===== src/hdl/fsd_pkg.sv =====
// ----------------------------------------------------------------------------
// fsd_pkg - shared types and constants for the one-bit RGB ditherer
// Pixel, error and position flag types, register codes and diffusion weights.
// ----------------------------------------------------------------------------
`default_nettype none

package fsd_pkg;

   localparam int MAX_WIDTH_DEF = 64;

   localparam int CFG_WIDTH_W  = 7;
   localparam int CFG_HEIGHT_W = 11;
   localparam int CSR_INDEX_W  = 1;
   localparam int CSR_DATA_W   = 11;

   localparam logic [CFG_WIDTH_W-1:0]  FRAME_WIDTH_RST  = 7'd16;
   localparam logic [CFG_HEIGHT_W-1:0] FRAME_HEIGHT_RST = 11'd16;

   typedef enum logic [CSR_INDEX_W-1:0] {
      CSR_FRAME_WIDTH  = 1'b0,
      CSR_FRAME_HEIGHT = 1'b1
   } csr_index_type;

   localparam int QUEUE_DEPTH = 2;

   // Floyd-Steinberg weights over 16
   localparam logic [2:0] W_RIGHT       = 3'd7;
   localparam logic [2:0] W_LOWER_LEFT  = 3'd3;
   localparam logic [2:0] W_BELOW       = 3'd5;
   localparam logic [2:0] W_LOWER_RIGHT = 3'd1;

   localparam logic [7:0] THRESHOLD  = 8'd127;
   localparam logic [7:0] FULL_SCALE = 8'd255;

   typedef struct packed {
      logic [7:0] red;
      logic [7:0] green;
      logic [7:0] blue;
   } rgb_pixel_type;

   typedef struct packed {
      logic signed [7:0] red;
      logic signed [7:0] green;
      logic signed [7:0] blue;
   } rgb_err_type;

   typedef struct packed {
      logic above;
      logic has_left;
      logic has_right;
      logic frame_end;
   } pos_flags_type;

   typedef struct packed {
      rgb_pixel_type pixel;
      pos_flags_type flags;
   } pixel_item_type;

endpackage

`default_nettype wire


===== src/hdl/fsd_front.sv =====
// ----------------------------------------------------------------------------
// fsd_front - pixel intake and position classification
// Tracks column and row, works out edge flags and pushes items to the queue.
// ----------------------------------------------------------------------------
`default_nettype none

module fsd_front
   import fsd_pkg::*;
#(
   parameter int MAX_WIDTH = MAX_WIDTH_DEF
) (
   input  wire                              clock,
   input  wire                              reset,
   input  wire                              req_valid,
   output logic                             req_stall,
   input  wire  [7:0]                       req_in_red,
   input  wire  [7:0]                       req_in_green,
   input  wire  [7:0]                       req_in_blue,
   input  wire  [CFG_WIDTH_W-1:0]           frame_width,
   input  wire  [CFG_HEIGHT_W-1:0]          frame_height,
   input  wire                              queue_full,
   output logic                             push,
   output pixel_item_type                   push_item,
   output logic [$clog2(MAX_WIDTH)-1:0]     push_col
);

   localparam int COL_W  = $clog2(MAX_WIDTH);
   localparam int WCNT_W = $clog2(MAX_WIDTH + 1);
   localparam int CMP_W  = (WCNT_W > CFG_WIDTH_W) ? WCNT_W : CFG_WIDTH_W;

   logic [COL_W-1:0]        column_count_ff, column_count_in;
   logic [CFG_HEIGHT_W-1:0] row_count_ff, row_count_in;

   logic [CMP_W-1:0]        width_ext, width_eff, col_ext, col_eff;
   logic [CFG_HEIGHT_W-1:0] height_eff;
   logic                    end_row, end_frame;

   always_comb begin
      width_ext = CMP_W'(frame_width);
      if (width_ext == '0) begin
         width_eff = CMP_W'(1);
      end else if (width_ext > CMP_W'(MAX_WIDTH)) begin
         width_eff = CMP_W'(MAX_WIDTH);
      end else begin
         width_eff = width_ext;
      end
      height_eff = (frame_height == '0) ? CFG_HEIGHT_W'(1) : frame_height;

      col_ext = CMP_W'(column_count_ff);
      col_eff = (col_ext >= width_eff) ? width_eff - CMP_W'(1) : col_ext;

      end_row   = (col_ext + CMP_W'(1)) >= width_eff;
      end_frame = end_row && ((row_count_ff + CFG_HEIGHT_W'(1)) >= height_eff);
   end

   assign req_stall = queue_full;
   assign push      = req_valid && !queue_full;
   assign push_col  = col_eff[COL_W-1:0];

   always_comb begin
      push_item.pixel.red       = req_in_red;
      push_item.pixel.green     = req_in_green;
      push_item.pixel.blue      = req_in_blue;
      push_item.flags.above     = (row_count_ff != '0);
      push_item.flags.has_left  = (col_eff != '0);
      push_item.flags.has_right = (col_eff + CMP_W'(1)) < width_eff;
      push_item.flags.frame_end = end_frame;
   end

   always_comb begin
      column_count_in = column_count_ff;
      row_count_in    = row_count_ff;
      if (push) begin
         if (end_row) begin
            column_count_in = '0;
            row_count_in    = end_frame ? '0 : row_count_ff + CFG_HEIGHT_W'(1);
         end else begin
            column_count_in = column_count_ff + COL_W'(1);
         end
      end
   end

   always_ff @(posedge clock) begin
      if (reset) begin
         column_count_ff <= '0;
         row_count_ff    <= '0;
      end else begin
         column_count_ff <= column_count_in;
         row_count_ff    <= row_count_in;
      end
   end

   a_col_in_line: assert property (@(posedge clock) disable iff (reset)
      int'(column_count_ff) < MAX_WIDTH)
      else $error("column counter beyond line store");

endmodule

`default_nettype wire


===== src/hdl/fsd_queue.sv =====
// ----------------------------------------------------------------------------
// fsd_queue - short item queue between intake and error diffusion
// Small register FIFO so either side can stall without blocking the other.
// ----------------------------------------------------------------------------
`default_nettype none

module fsd_queue
   import fsd_pkg::*;
#(
   parameter int MAX_WIDTH = MAX_WIDTH_DEF
) (
   input  wire                              clock,
   input  wire                              reset,
   input  wire                              push,
   input  pixel_item_type                   push_item,
   input  wire  [$clog2(MAX_WIDTH)-1:0]     push_col,
   output logic                             full,
   input  wire                              pop,
   output logic                             head_valid,
   output pixel_item_type                   head_item,
   output logic [$clog2(MAX_WIDTH)-1:0]     head_col
);

   localparam int COL_W  = $clog2(MAX_WIDTH);
   localparam int QPTR_W = (QUEUE_DEPTH > 1) ? $clog2(QUEUE_DEPTH) : 1;
   localparam int CNT_W  = $clog2(QUEUE_DEPTH + 1);

   pixel_item_type     item_ff [QUEUE_DEPTH];
   logic [COL_W-1:0]   col_ff  [QUEUE_DEPTH];
   logic [QPTR_W-1:0]  wr_ptr_ff, wr_ptr_in, rd_ptr_ff, rd_ptr_in;
   logic [CNT_W-1:0]   count_ff, count_in;

   function automatic logic [QPTR_W-1:0] next_ptr(input logic [QPTR_W-1:0] p);
      logic [QPTR_W-1:0] n;
      n = (p == QPTR_W'(QUEUE_DEPTH - 1)) ? '0 : p + QPTR_W'(1);
      return n;
   endfunction

   assign full       = (count_ff == CNT_W'(QUEUE_DEPTH));
   assign head_valid = (count_ff != '0);
   assign head_item  = item_ff[rd_ptr_ff];
   assign head_col   = col_ff[rd_ptr_ff];

   always_comb begin
      wr_ptr_in = push ? next_ptr(wr_ptr_ff) : wr_ptr_ff;
      rd_ptr_in = pop  ? next_ptr(rd_ptr_ff) : rd_ptr_ff;
      count_in  = count_ff;
      if (push && !pop) begin
         count_in = count_ff + CNT_W'(1);
      end else if (pop && !push) begin
         count_in = count_ff - CNT_W'(1);
      end
   end

   always_ff @(posedge clock) begin
      if (push) begin
         item_ff[wr_ptr_ff] <= push_item;
         col_ff[wr_ptr_ff]  <= push_col;
      end
   end

   always_ff @(posedge clock) begin
      if (reset) begin
         wr_ptr_ff <= '0;
         rd_ptr_ff <= '0;
         count_ff  <= '0;
      end else begin
         wr_ptr_ff <= wr_ptr_in;
         rd_ptr_ff <= rd_ptr_in;
         count_ff  <= count_in;
      end
   end

   a_no_overflow: assert property (@(posedge clock) disable iff (reset)
      push |-> !full)
      else $error("queue written while full");

   a_no_underflow: assert property (@(posedge clock) disable iff (reset)
      pop |-> head_valid)
      else $error("queue read while empty");

endmodule

`default_nettype wire


===== src/hdl/fsd_back.sv =====
// ----------------------------------------------------------------------------
// fsd_back - error diffusion and one-bit quantisation
// Reads the row error line, adds the diffused terms, quantises and writes back.
// ----------------------------------------------------------------------------
`default_nettype none

module fsd_back
   import fsd_pkg::*;
#(
   parameter int MAX_WIDTH = MAX_WIDTH_DEF
) (
   input  wire                              clock,
   input  wire                              reset,
   input  wire                              head_valid,
   input  pixel_item_type                   head_item,
   input  wire  [$clog2(MAX_WIDTH)-1:0]     head_col,
   output logic                             pop,
   output logic                             rsp_valid,
   input  wire                              rsp_stall,
   output logic                             rsp_out_red,
   output logic                             rsp_out_green,
   output logic                             rsp_out_blue,
   output logic                             rsp_frame_end
);

   localparam int COL_W = $clog2(MAX_WIDTH);

   rgb_err_type        line_mem [MAX_WIDTH];

   logic               b1_valid_ff, b1_valid_in;
   pixel_item_type     b1_item_ff;
   logic [COL_W-1:0]   b1_col_ff;
   rgb_err_type        rd_a_ff, rd_b_ff;
   rgb_err_type        held_ff, held_in;
   rgb_err_type        carry_ff, carry_in;
   logic               rsp_valid_ff, rsp_valid_in;
   logic [2:0]         rsp_bits_ff;
   logic               rsp_end_ff;

   logic               b1_fire;
   logic [COL_W-1:0]   rd_addr_a, rd_addr_b;
   rgb_err_type        err_now;
   logic [2:0]         bits_now;
   logic [8:0]         q_red, q_green, q_blue;

   // floor((e * k) / 16)
   function automatic logic signed [6:0] spread(input logic signed [7:0] e,
                                                input logic [2:0] k);
      logic signed [11:0] p;
      p = $signed({{4{e[7]}}, e}) * $signed({9'd0, k});
      return p[10:4];
   endfunction

   function automatic logic [7:0] add_clamp(input logic [7:0] a,
                                            input logic signed [6:0] d);
      logic signed [9:0] s;
      logic [7:0]        r;
      s = $signed({2'b00, a}) + $signed({{3{d[6]}}, d});
      if (s < 10'sd0) begin
         r = 8'd0;
      end else if (s > 10'sd255) begin
         r = 8'd255;
      end else begin
         r = s[7:0];
      end
      return r;
   endfunction

   // returns {bit, error}
   function automatic logic [8:0] quantise(input logic [7:0] pix,
                                           input logic signed [7:0] ul,
                                           input logic signed [7:0] up,
                                           input logic signed [7:0] ur,
                                           input logic signed [7:0] lf,
                                           input pos_flags_type f);
      logic [7:0] v;
      logic [8:0] r;
      v = pix;
      if (f.above) begin
         if (f.has_left) begin
            v = add_clamp(v, spread(ul, W_LOWER_RIGHT));
         end
         v = add_clamp(v, spread(up, W_BELOW));
         if (f.has_right) begin
            v = add_clamp(v, spread(ur, W_LOWER_LEFT));
         end
      end
      if (f.has_left) begin
         v = add_clamp(v, spread(lf, W_RIGHT));
      end
      if (v > THRESHOLD) begin
         r = {1'b1, v - FULL_SCALE};
      end else begin
         r = {1'b0, v};
      end
      return r;
   endfunction

   always_comb begin
      q_red   = quantise(b1_item_ff.pixel.red, held_ff.red, rd_a_ff.red,
                         rd_b_ff.red, carry_ff.red, b1_item_ff.flags);
      q_green = quantise(b1_item_ff.pixel.green, held_ff.green, rd_a_ff.green,
                         rd_b_ff.green, carry_ff.green, b1_item_ff.flags);
      q_blue  = quantise(b1_item_ff.pixel.blue, held_ff.blue, rd_a_ff.blue,
                         rd_b_ff.blue, carry_ff.blue, b1_item_ff.flags);
      err_now.red   = q_red[7:0];
      err_now.green = q_green[7:0];
      err_now.blue  = q_blue[7:0];
      bits_now      = {q_red[8], q_green[8], q_blue[8]};
   end

   assign b1_fire   = b1_valid_ff && (!rsp_valid_ff || !rsp_stall);
   assign pop       = head_valid && (!b1_valid_ff || b1_fire);
   assign rd_addr_a = head_col;
   assign rd_addr_b = head_item.flags.has_right ? head_col + COL_W'(1) : head_col;

   // line store, write-first towards the read that issues in the same cycle
   always_ff @(posedge clock) begin
      if (b1_fire) begin
         line_mem[b1_col_ff] <= err_now;
      end
      if (pop) begin
         rd_a_ff <= (b1_fire && (b1_col_ff == rd_addr_a)) ? err_now : line_mem[rd_addr_a];
         rd_b_ff <= (b1_fire && (b1_col_ff == rd_addr_b)) ? err_now : line_mem[rd_addr_b];
      end
   end

   always_comb begin
      b1_valid_in  = pop || (b1_valid_ff && !b1_fire);
      held_in      = b1_fire ? rd_a_ff : held_ff;
      carry_in     = b1_fire ? err_now : carry_ff;
      rsp_valid_in = b1_fire || (rsp_valid_ff && rsp_stall);
   end

   always_ff @(posedge clock) begin
      if (pop) begin
         b1_item_ff <= head_item;
         b1_col_ff  <= head_col;
      end
      if (b1_fire) begin
         rsp_bits_ff <= bits_now;
         rsp_end_ff  <= b1_item_ff.flags.frame_end;
      end
   end

   always_ff @(posedge clock) begin
      if (reset) begin
         b1_valid_ff  <= 1'b0;
         held_ff      <= '0;
         carry_ff     <= '0;
         rsp_valid_ff <= 1'b0;
      end else begin
         b1_valid_ff  <= b1_valid_in;
         held_ff      <= held_in;
         carry_ff     <= carry_in;
         rsp_valid_ff <= rsp_valid_in;
      end
   end

   assign rsp_valid     = rsp_valid_ff;
   assign rsp_out_red   = rsp_bits_ff[2];
   assign rsp_out_green = rsp_bits_ff[1];
   assign rsp_out_blue  = rsp_bits_ff[0];
   assign rsp_frame_end = rsp_end_ff;

   a_err_range: assert property (@(posedge clock) disable iff (reset)
      b1_fire |-> (err_now.red != 8'sh80 && err_now.green != 8'sh80 &&
                   err_now.blue != 8'sh80))
      else $error("quantisation error out of range");

   a_b1_hold: assert property (@(posedge clock) disable iff (reset)
      (b1_valid_ff && !b1_fire) |=> (b1_valid_ff && $stable(b1_col_ff)))
      else $error("diffusion stage lost a held item");

endmodule

`default_nettype wire


===== src/hdl/floyd_steinberg_one_bit_rgb.sv =====
// Path: an accepted pixel goes through the queue hop and the line store read,
// then is diffused and quantised into the output register.
// Throughput: one pixel per clock while rsp_stall is low, set by the error carry loop.
// Reset: position, carried errors and queue cleared; width and height set to
// 16. The row error line is not cleared and holds nothing until written.
// ----------------------------------------------------------------------------
// floyd_steinberg_one_bit_rgb - streaming one-bit RGB Floyd-Steinberg ditherer
// Register file, intake, item queue and diffusion back end.
// ----------------------------------------------------------------------------
`default_nettype none

module floyd_steinberg_one_bit_rgb
   import fsd_pkg::*;
#(
   parameter int MAX_WIDTH = MAX_WIDTH_DEF
) (
   input  wire                       clock,
   input  wire                       reset,
   input  wire                       req_valid,
   output logic                      req_stall,
   input  wire  [7:0]                req_in_red,
   input  wire  [7:0]                req_in_green,
   input  wire  [7:0]                req_in_blue,
   output logic                      rsp_valid,
   input  wire                       rsp_stall,
   output logic                      rsp_out_red,
   output logic                      rsp_out_green,
   output logic                      rsp_out_blue,
   output logic                      rsp_frame_end,
   input  wire                       csr_valid,
   output logic                      csr_ready,
   input  wire  [CSR_INDEX_W-1:0]    csr_index,
   input  wire  [CSR_DATA_W-1:0]     csr_data
);

   localparam int COL_W = $clog2(MAX_WIDTH);

   logic [CFG_WIDTH_W-1:0]  frame_width_ff, frame_width_in;
   logic [CFG_HEIGHT_W-1:0] frame_height_ff, frame_height_in;

   logic               queue_full, push, pop, head_valid;
   pixel_item_type     push_item, head_item;
   logic [COL_W-1:0]   push_col, head_col;

   assign csr_ready = 1'b1;

   always_comb begin
      frame_width_in  = frame_width_ff;
      frame_height_in = frame_height_ff;
      if (csr_valid && csr_ready) begin
         unique case (csr_index_type'(csr_index))
            CSR_FRAME_WIDTH:  frame_width_in  = csr_data[CFG_WIDTH_W-1:0];
            CSR_FRAME_HEIGHT: frame_height_in = csr_data[CFG_HEIGHT_W-1:0];
            default:          frame_width_in  = frame_width_ff;
         endcase
      end
   end

   always_ff @(posedge clock) begin
      if (reset) begin
         frame_width_ff  <= FRAME_WIDTH_RST;
         frame_height_ff <= FRAME_HEIGHT_RST;
      end else begin
         frame_width_ff  <= frame_width_in;
         frame_height_ff <= frame_height_in;
      end
   end

   fsd_front #(.MAX_WIDTH(MAX_WIDTH)) u_front (
      .clock        (clock),
      .reset        (reset),
      .req_valid    (req_valid),
      .req_stall    (req_stall),
      .req_in_red   (req_in_red),
      .req_in_green (req_in_green),
      .req_in_blue  (req_in_blue),
      .frame_width  (frame_width_ff),
      .frame_height (frame_height_ff),
      .queue_full   (queue_full),
      .push         (push),
      .push_item    (push_item),
      .push_col     (push_col)
   );

   fsd_queue #(.MAX_WIDTH(MAX_WIDTH)) u_queue (
      .clock      (clock),
      .reset      (reset),
      .push       (push),
      .push_item  (push_item),
      .push_col   (push_col),
      .full       (queue_full),
      .pop        (pop),
      .head_valid (head_valid),
      .head_item  (head_item),
      .head_col   (head_col)
   );

   fsd_back #(.MAX_WIDTH(MAX_WIDTH)) u_back (
      .clock         (clock),
      .reset         (reset),
      .head_valid    (head_valid),
      .head_item     (head_item),
      .head_col      (head_col),
      .pop           (pop),
      .rsp_valid     (rsp_valid),
      .rsp_stall     (rsp_stall),
      .rsp_out_red   (rsp_out_red),
      .rsp_out_green (rsp_out_green),
      .rsp_out_blue  (rsp_out_blue),
      .rsp_frame_end (rsp_frame_end)
   );

endmodule

`default_nettype wire


===== config.mk =====
export PLATFORM = sky130hd
export DESIGN_NAME = floyd_steinberg_one_bit_rgb
export DESIGN_NICKNAME = d
export VERILOG_FILES = /design/src/hdl/fsd_pkg.sv /design/src/hdl/fsd_front.sv /design/src/hdl/fsd_queue.sv /design/src/hdl/fsd_back.sv /design/src/hdl/floyd_steinberg_one_bit_rgb.sv
export SDC_FILE = /design/constraint.sdc
export NUM_CORES = 2
export LEC_CHECK = 0
export ABC_AREA = 0
export ABC_CLOCK_PERIOD_IN_PS = 17600
export BUFFER_PORTS_ARGS = -buffer_cell sky130_fd_sc_hd__buf_4
export CAP_MARGIN = 20
export CORE_ASPECT_RATIO = 1.75
export CORE_MARGIN = 8
export CORE_UTILIZATION = 60
export DETAILED_ROUTE_END_ITERATION = 8
export PLACE_DENSITY = 0.86
export SYNTH_ARGS = -nofsm -noshare
export SYNTH_HDL_FRONTEND = slang
export SYNTH_SLANG_ARGS = --single-unit

===== constraint.sdc =====
create_clock -name clock -period 17.6 [get_ports clock]
set_input_delay 2.64 -clock clock [delete_from_list [all_inputs] [get_ports clock]]
set_output_delay 2.64 -clock clock [all_outputs]
set_load 0.01 [all_outputs]

==> out/qor.csv <==
metric,value,unit
cts_tree,yes,
tns,0,ns
critical_path_class,flop to flop,
globalplace.congestion,0.934,
drc,6,
hold_end,frame_height_ff[5],
relSlewSlack,15.2,%
clock-sinks,1768,
synthArstFlopShare,0,%
cp_max_fo,64,
fp.dieH,543,µm
final.period_utilization,70.2,%
first_pass_iters,9,
violations,DRC,
synth.top_cell.area_share,53.3,%
syn_to_final_growth,8.36,%
grt_pass1_wl,440000,µm
worstHoldPathCells,2,
maxCapViolCount,0,
grt_overflow,0,
cts_hold_buf,0,
portBuffers,46,
start_kind,flop,
start_util,60.3,%
ys_warn_count,0,
nets,8325,
top_level_ports,48,
die-area,172000,µm²
required,18.06,ns
drv_slew,0,
htree_num_levels,4,
finalSetupViolCount,0,
syn-num-nets,8503,
r2r-start,u_back.b1_item_ff[5],
grt_pass1_vias,74982,
drt_iter0_drc,11827,
vias_per_cell,7.36,
critical_path.startpoint,u_back.b1_item_ff[5],
cpLargestDelayFamily,compound AO/OA/AOI/OAI gates,
final_cell_mix,"1728 x nand2_1, 1690 x edfxtp_1, 833 x nand3_1",
max_freq,0.0810,GHz
rrSetupSlack,5.25,ns
worst_pin_slew,1.26,ns
crit_arrival,12.81,ns
cts_buffer_depth,4,
final_common_cell,nand2_1,
cts_resized,0,
hold_class,flop to flop,
worstSkewPairLatency,0.83,ns
wl_per_cell,29.4,µm
chipWidth,317,µm
rsz0062_at_grt,no,
cts_buffers,159,
cts.clk_slew.worst_paths,0.06,ns
yosys-top-cells-area,"edfxtp_1 53%, mux4_2 9.1%, nand2_1 6.8%",
cts_root_buf,clkbuf_16,
wl,298000,µm
ys_types,102,
grt_usage,33.7,%
layout-drive-gt1-share,12.4,%
synth_top_area_cell,edfxtp_1,
r2r-end,u_back.line_mem[45][6],
cp-end-kind,flop,
postCtsSetupRepairBufs,0,
vias,74799,
hold_viol,0,
synthesis.area,95100,µm²
max_stage_delay,0.78,ns
avgSynthCellArea,11.6,µm²
core_region_area,158000,µm²
yosys_register_bits,1768,
synth_edf_count,1690,
detail-route-antenna-nets,0,
fp-row-count,193,
crit_buf_inv,2,
status,"complete, but fails checks",
worstHoldStart,frame_height_ff[5],
slowest_stage,o311ai_0,
grt_max_degree,157,
syn-instance-count,8172,
dp_hpwl,178000,µm
reg2reg_depth,39,
period_needed,12.35,ns
ys_seq_area_share,55.0,%
synthFlopType,edfxtp_1,
antenna_found_initial,5,
fin_skew,0.0387,ns
Yosys cell counts, types with 26 or more instances:
cell      instances
o22ai_1          28
buf_1           124
mux2i_1         128
nand3_1         834
o21a_1           43
nor3_1           43
a21oi_1         246
xnor2_1         124
buf_2            26
ha_1            260
mux2_2           43
a211oi_1        206
a31oi_1          48
o211ai_1         31
dfxtp_1          78
o21ai_0         142
inv_1           237
nand2_1        1730
mux4_2          384
nor2b_1         125
a21o_1           37
and3_1          104
edfxtp_1       1690
nor2_1          271
clkbuf_1        408
a211o_1          30
xor2_1           57
a311oi_1        271
fa_1             30
stage by stage:
stage	hold WS (ns)	std cells	cell area, µm²	util, %	setup WS [ns]
CTS	0.462	10147	103000	65.3	5.45
detailed placement	0.449	9873	98000	62.2	5.54
finish	0.462	10157	103000	65.4	5.25
global route	0.471	10155	103000	65.4	4.47
floorplan	0.400	8172	95100	-	6.16
global placement	0.441	9872	98000	62.1	5.61
sequential cells by signal (all words and copies together) (netlist names), named ones only:
name                     count
u_back.line_mem           1536
u_queue.item_ff             56
u_back.b1_item_ff           28
u_back.carry_ff             24
u_back.rd_a_ff              24
u_back.rd_b_ff              24
u_back.held_ff              12
u_queue.col_ff              12
frame_height_ff             11
u_front.row_count_ff        11
frame_width_ff               7
u_back.b1_col_ff             6
u_front.column_count_ff      6
u_back.rsp_bits_ff           3
u_queue.count_ff             2
u_back.b1_valid_ff           1
u_back.rsp_frame_end         1
u_back.rsp_valid             1
u_queue.rd_ptr_ff            1
u_queue.wr_ptr_ff            1
metal layers:
metal / global-route usage, % / wire length [µm]
met4: 30.1 / 32600
met3: 8.15 / 39600
met2: 55.4 / 141000
met1: 35.6 / 84700
met5: 0 / 32
area by class of cell:
class                           count  area [µm²]
Inverter                          243         933
Multi-Input combinational cell   5600       40400
Fill cell                       10484       54600
Timing Repair Buffer              222        1900
Tap cell                         2047        2560
Clock buffer                      192        4180
Sequential cell                  1768       52300
Antenna cell                        3        7.51
Clock inverter                     82         779
worst reg2reg max path, delay by kind of cell, from the launching register on:
family                     cells  cell delay, ns
xor gates and xnor gates       1            0.12
and+or+nand+nor               10            3.49
DFF                            1            0.48
adders and majority gates      6            2.01
AOI/OAI and AO/OA             20            5.67
buffers and inverters          2            0.18
logic make-up (layout without fill, tap and decap cells):
logic type,Yosys count,in the layout,share of synthesized area [%]
AND/OR/NAND/NOR,3261,3261,15.1
flip-flops,1768,1768,55.0
AO/OA/AOI/OAI,1311,1311,9.98
buffers and inverters,804,739,3.23
multiplexers,555,555,10.9
adder cells (fa/ha/maj),290,290,4.05
XOR/XNOR,182,182,1.68
other,1,4,0.00394
worst max-delay path by stage:
stage / endpoint / slack, ns / cells past startpoint
finish: u_back.line_mem[45][6] / 5.25 / 39
CTS: u_back.line_mem[45][6] / 5.45 / 39
detailed placement: u_back.line_mem[45][6] / 5.54 / 39
global route: u_back.line_mem[45][6] / 4.47 / 39
global placement: u_back.line_mem[62][6] / 5.61 / 39
floorplan: u_back.line_mem[0][5] / 6.16 / 40
Power is left out: the tool's default activity adds up to more than one toggle a clock period on the data nets, which glitch-free logic cannot reach.
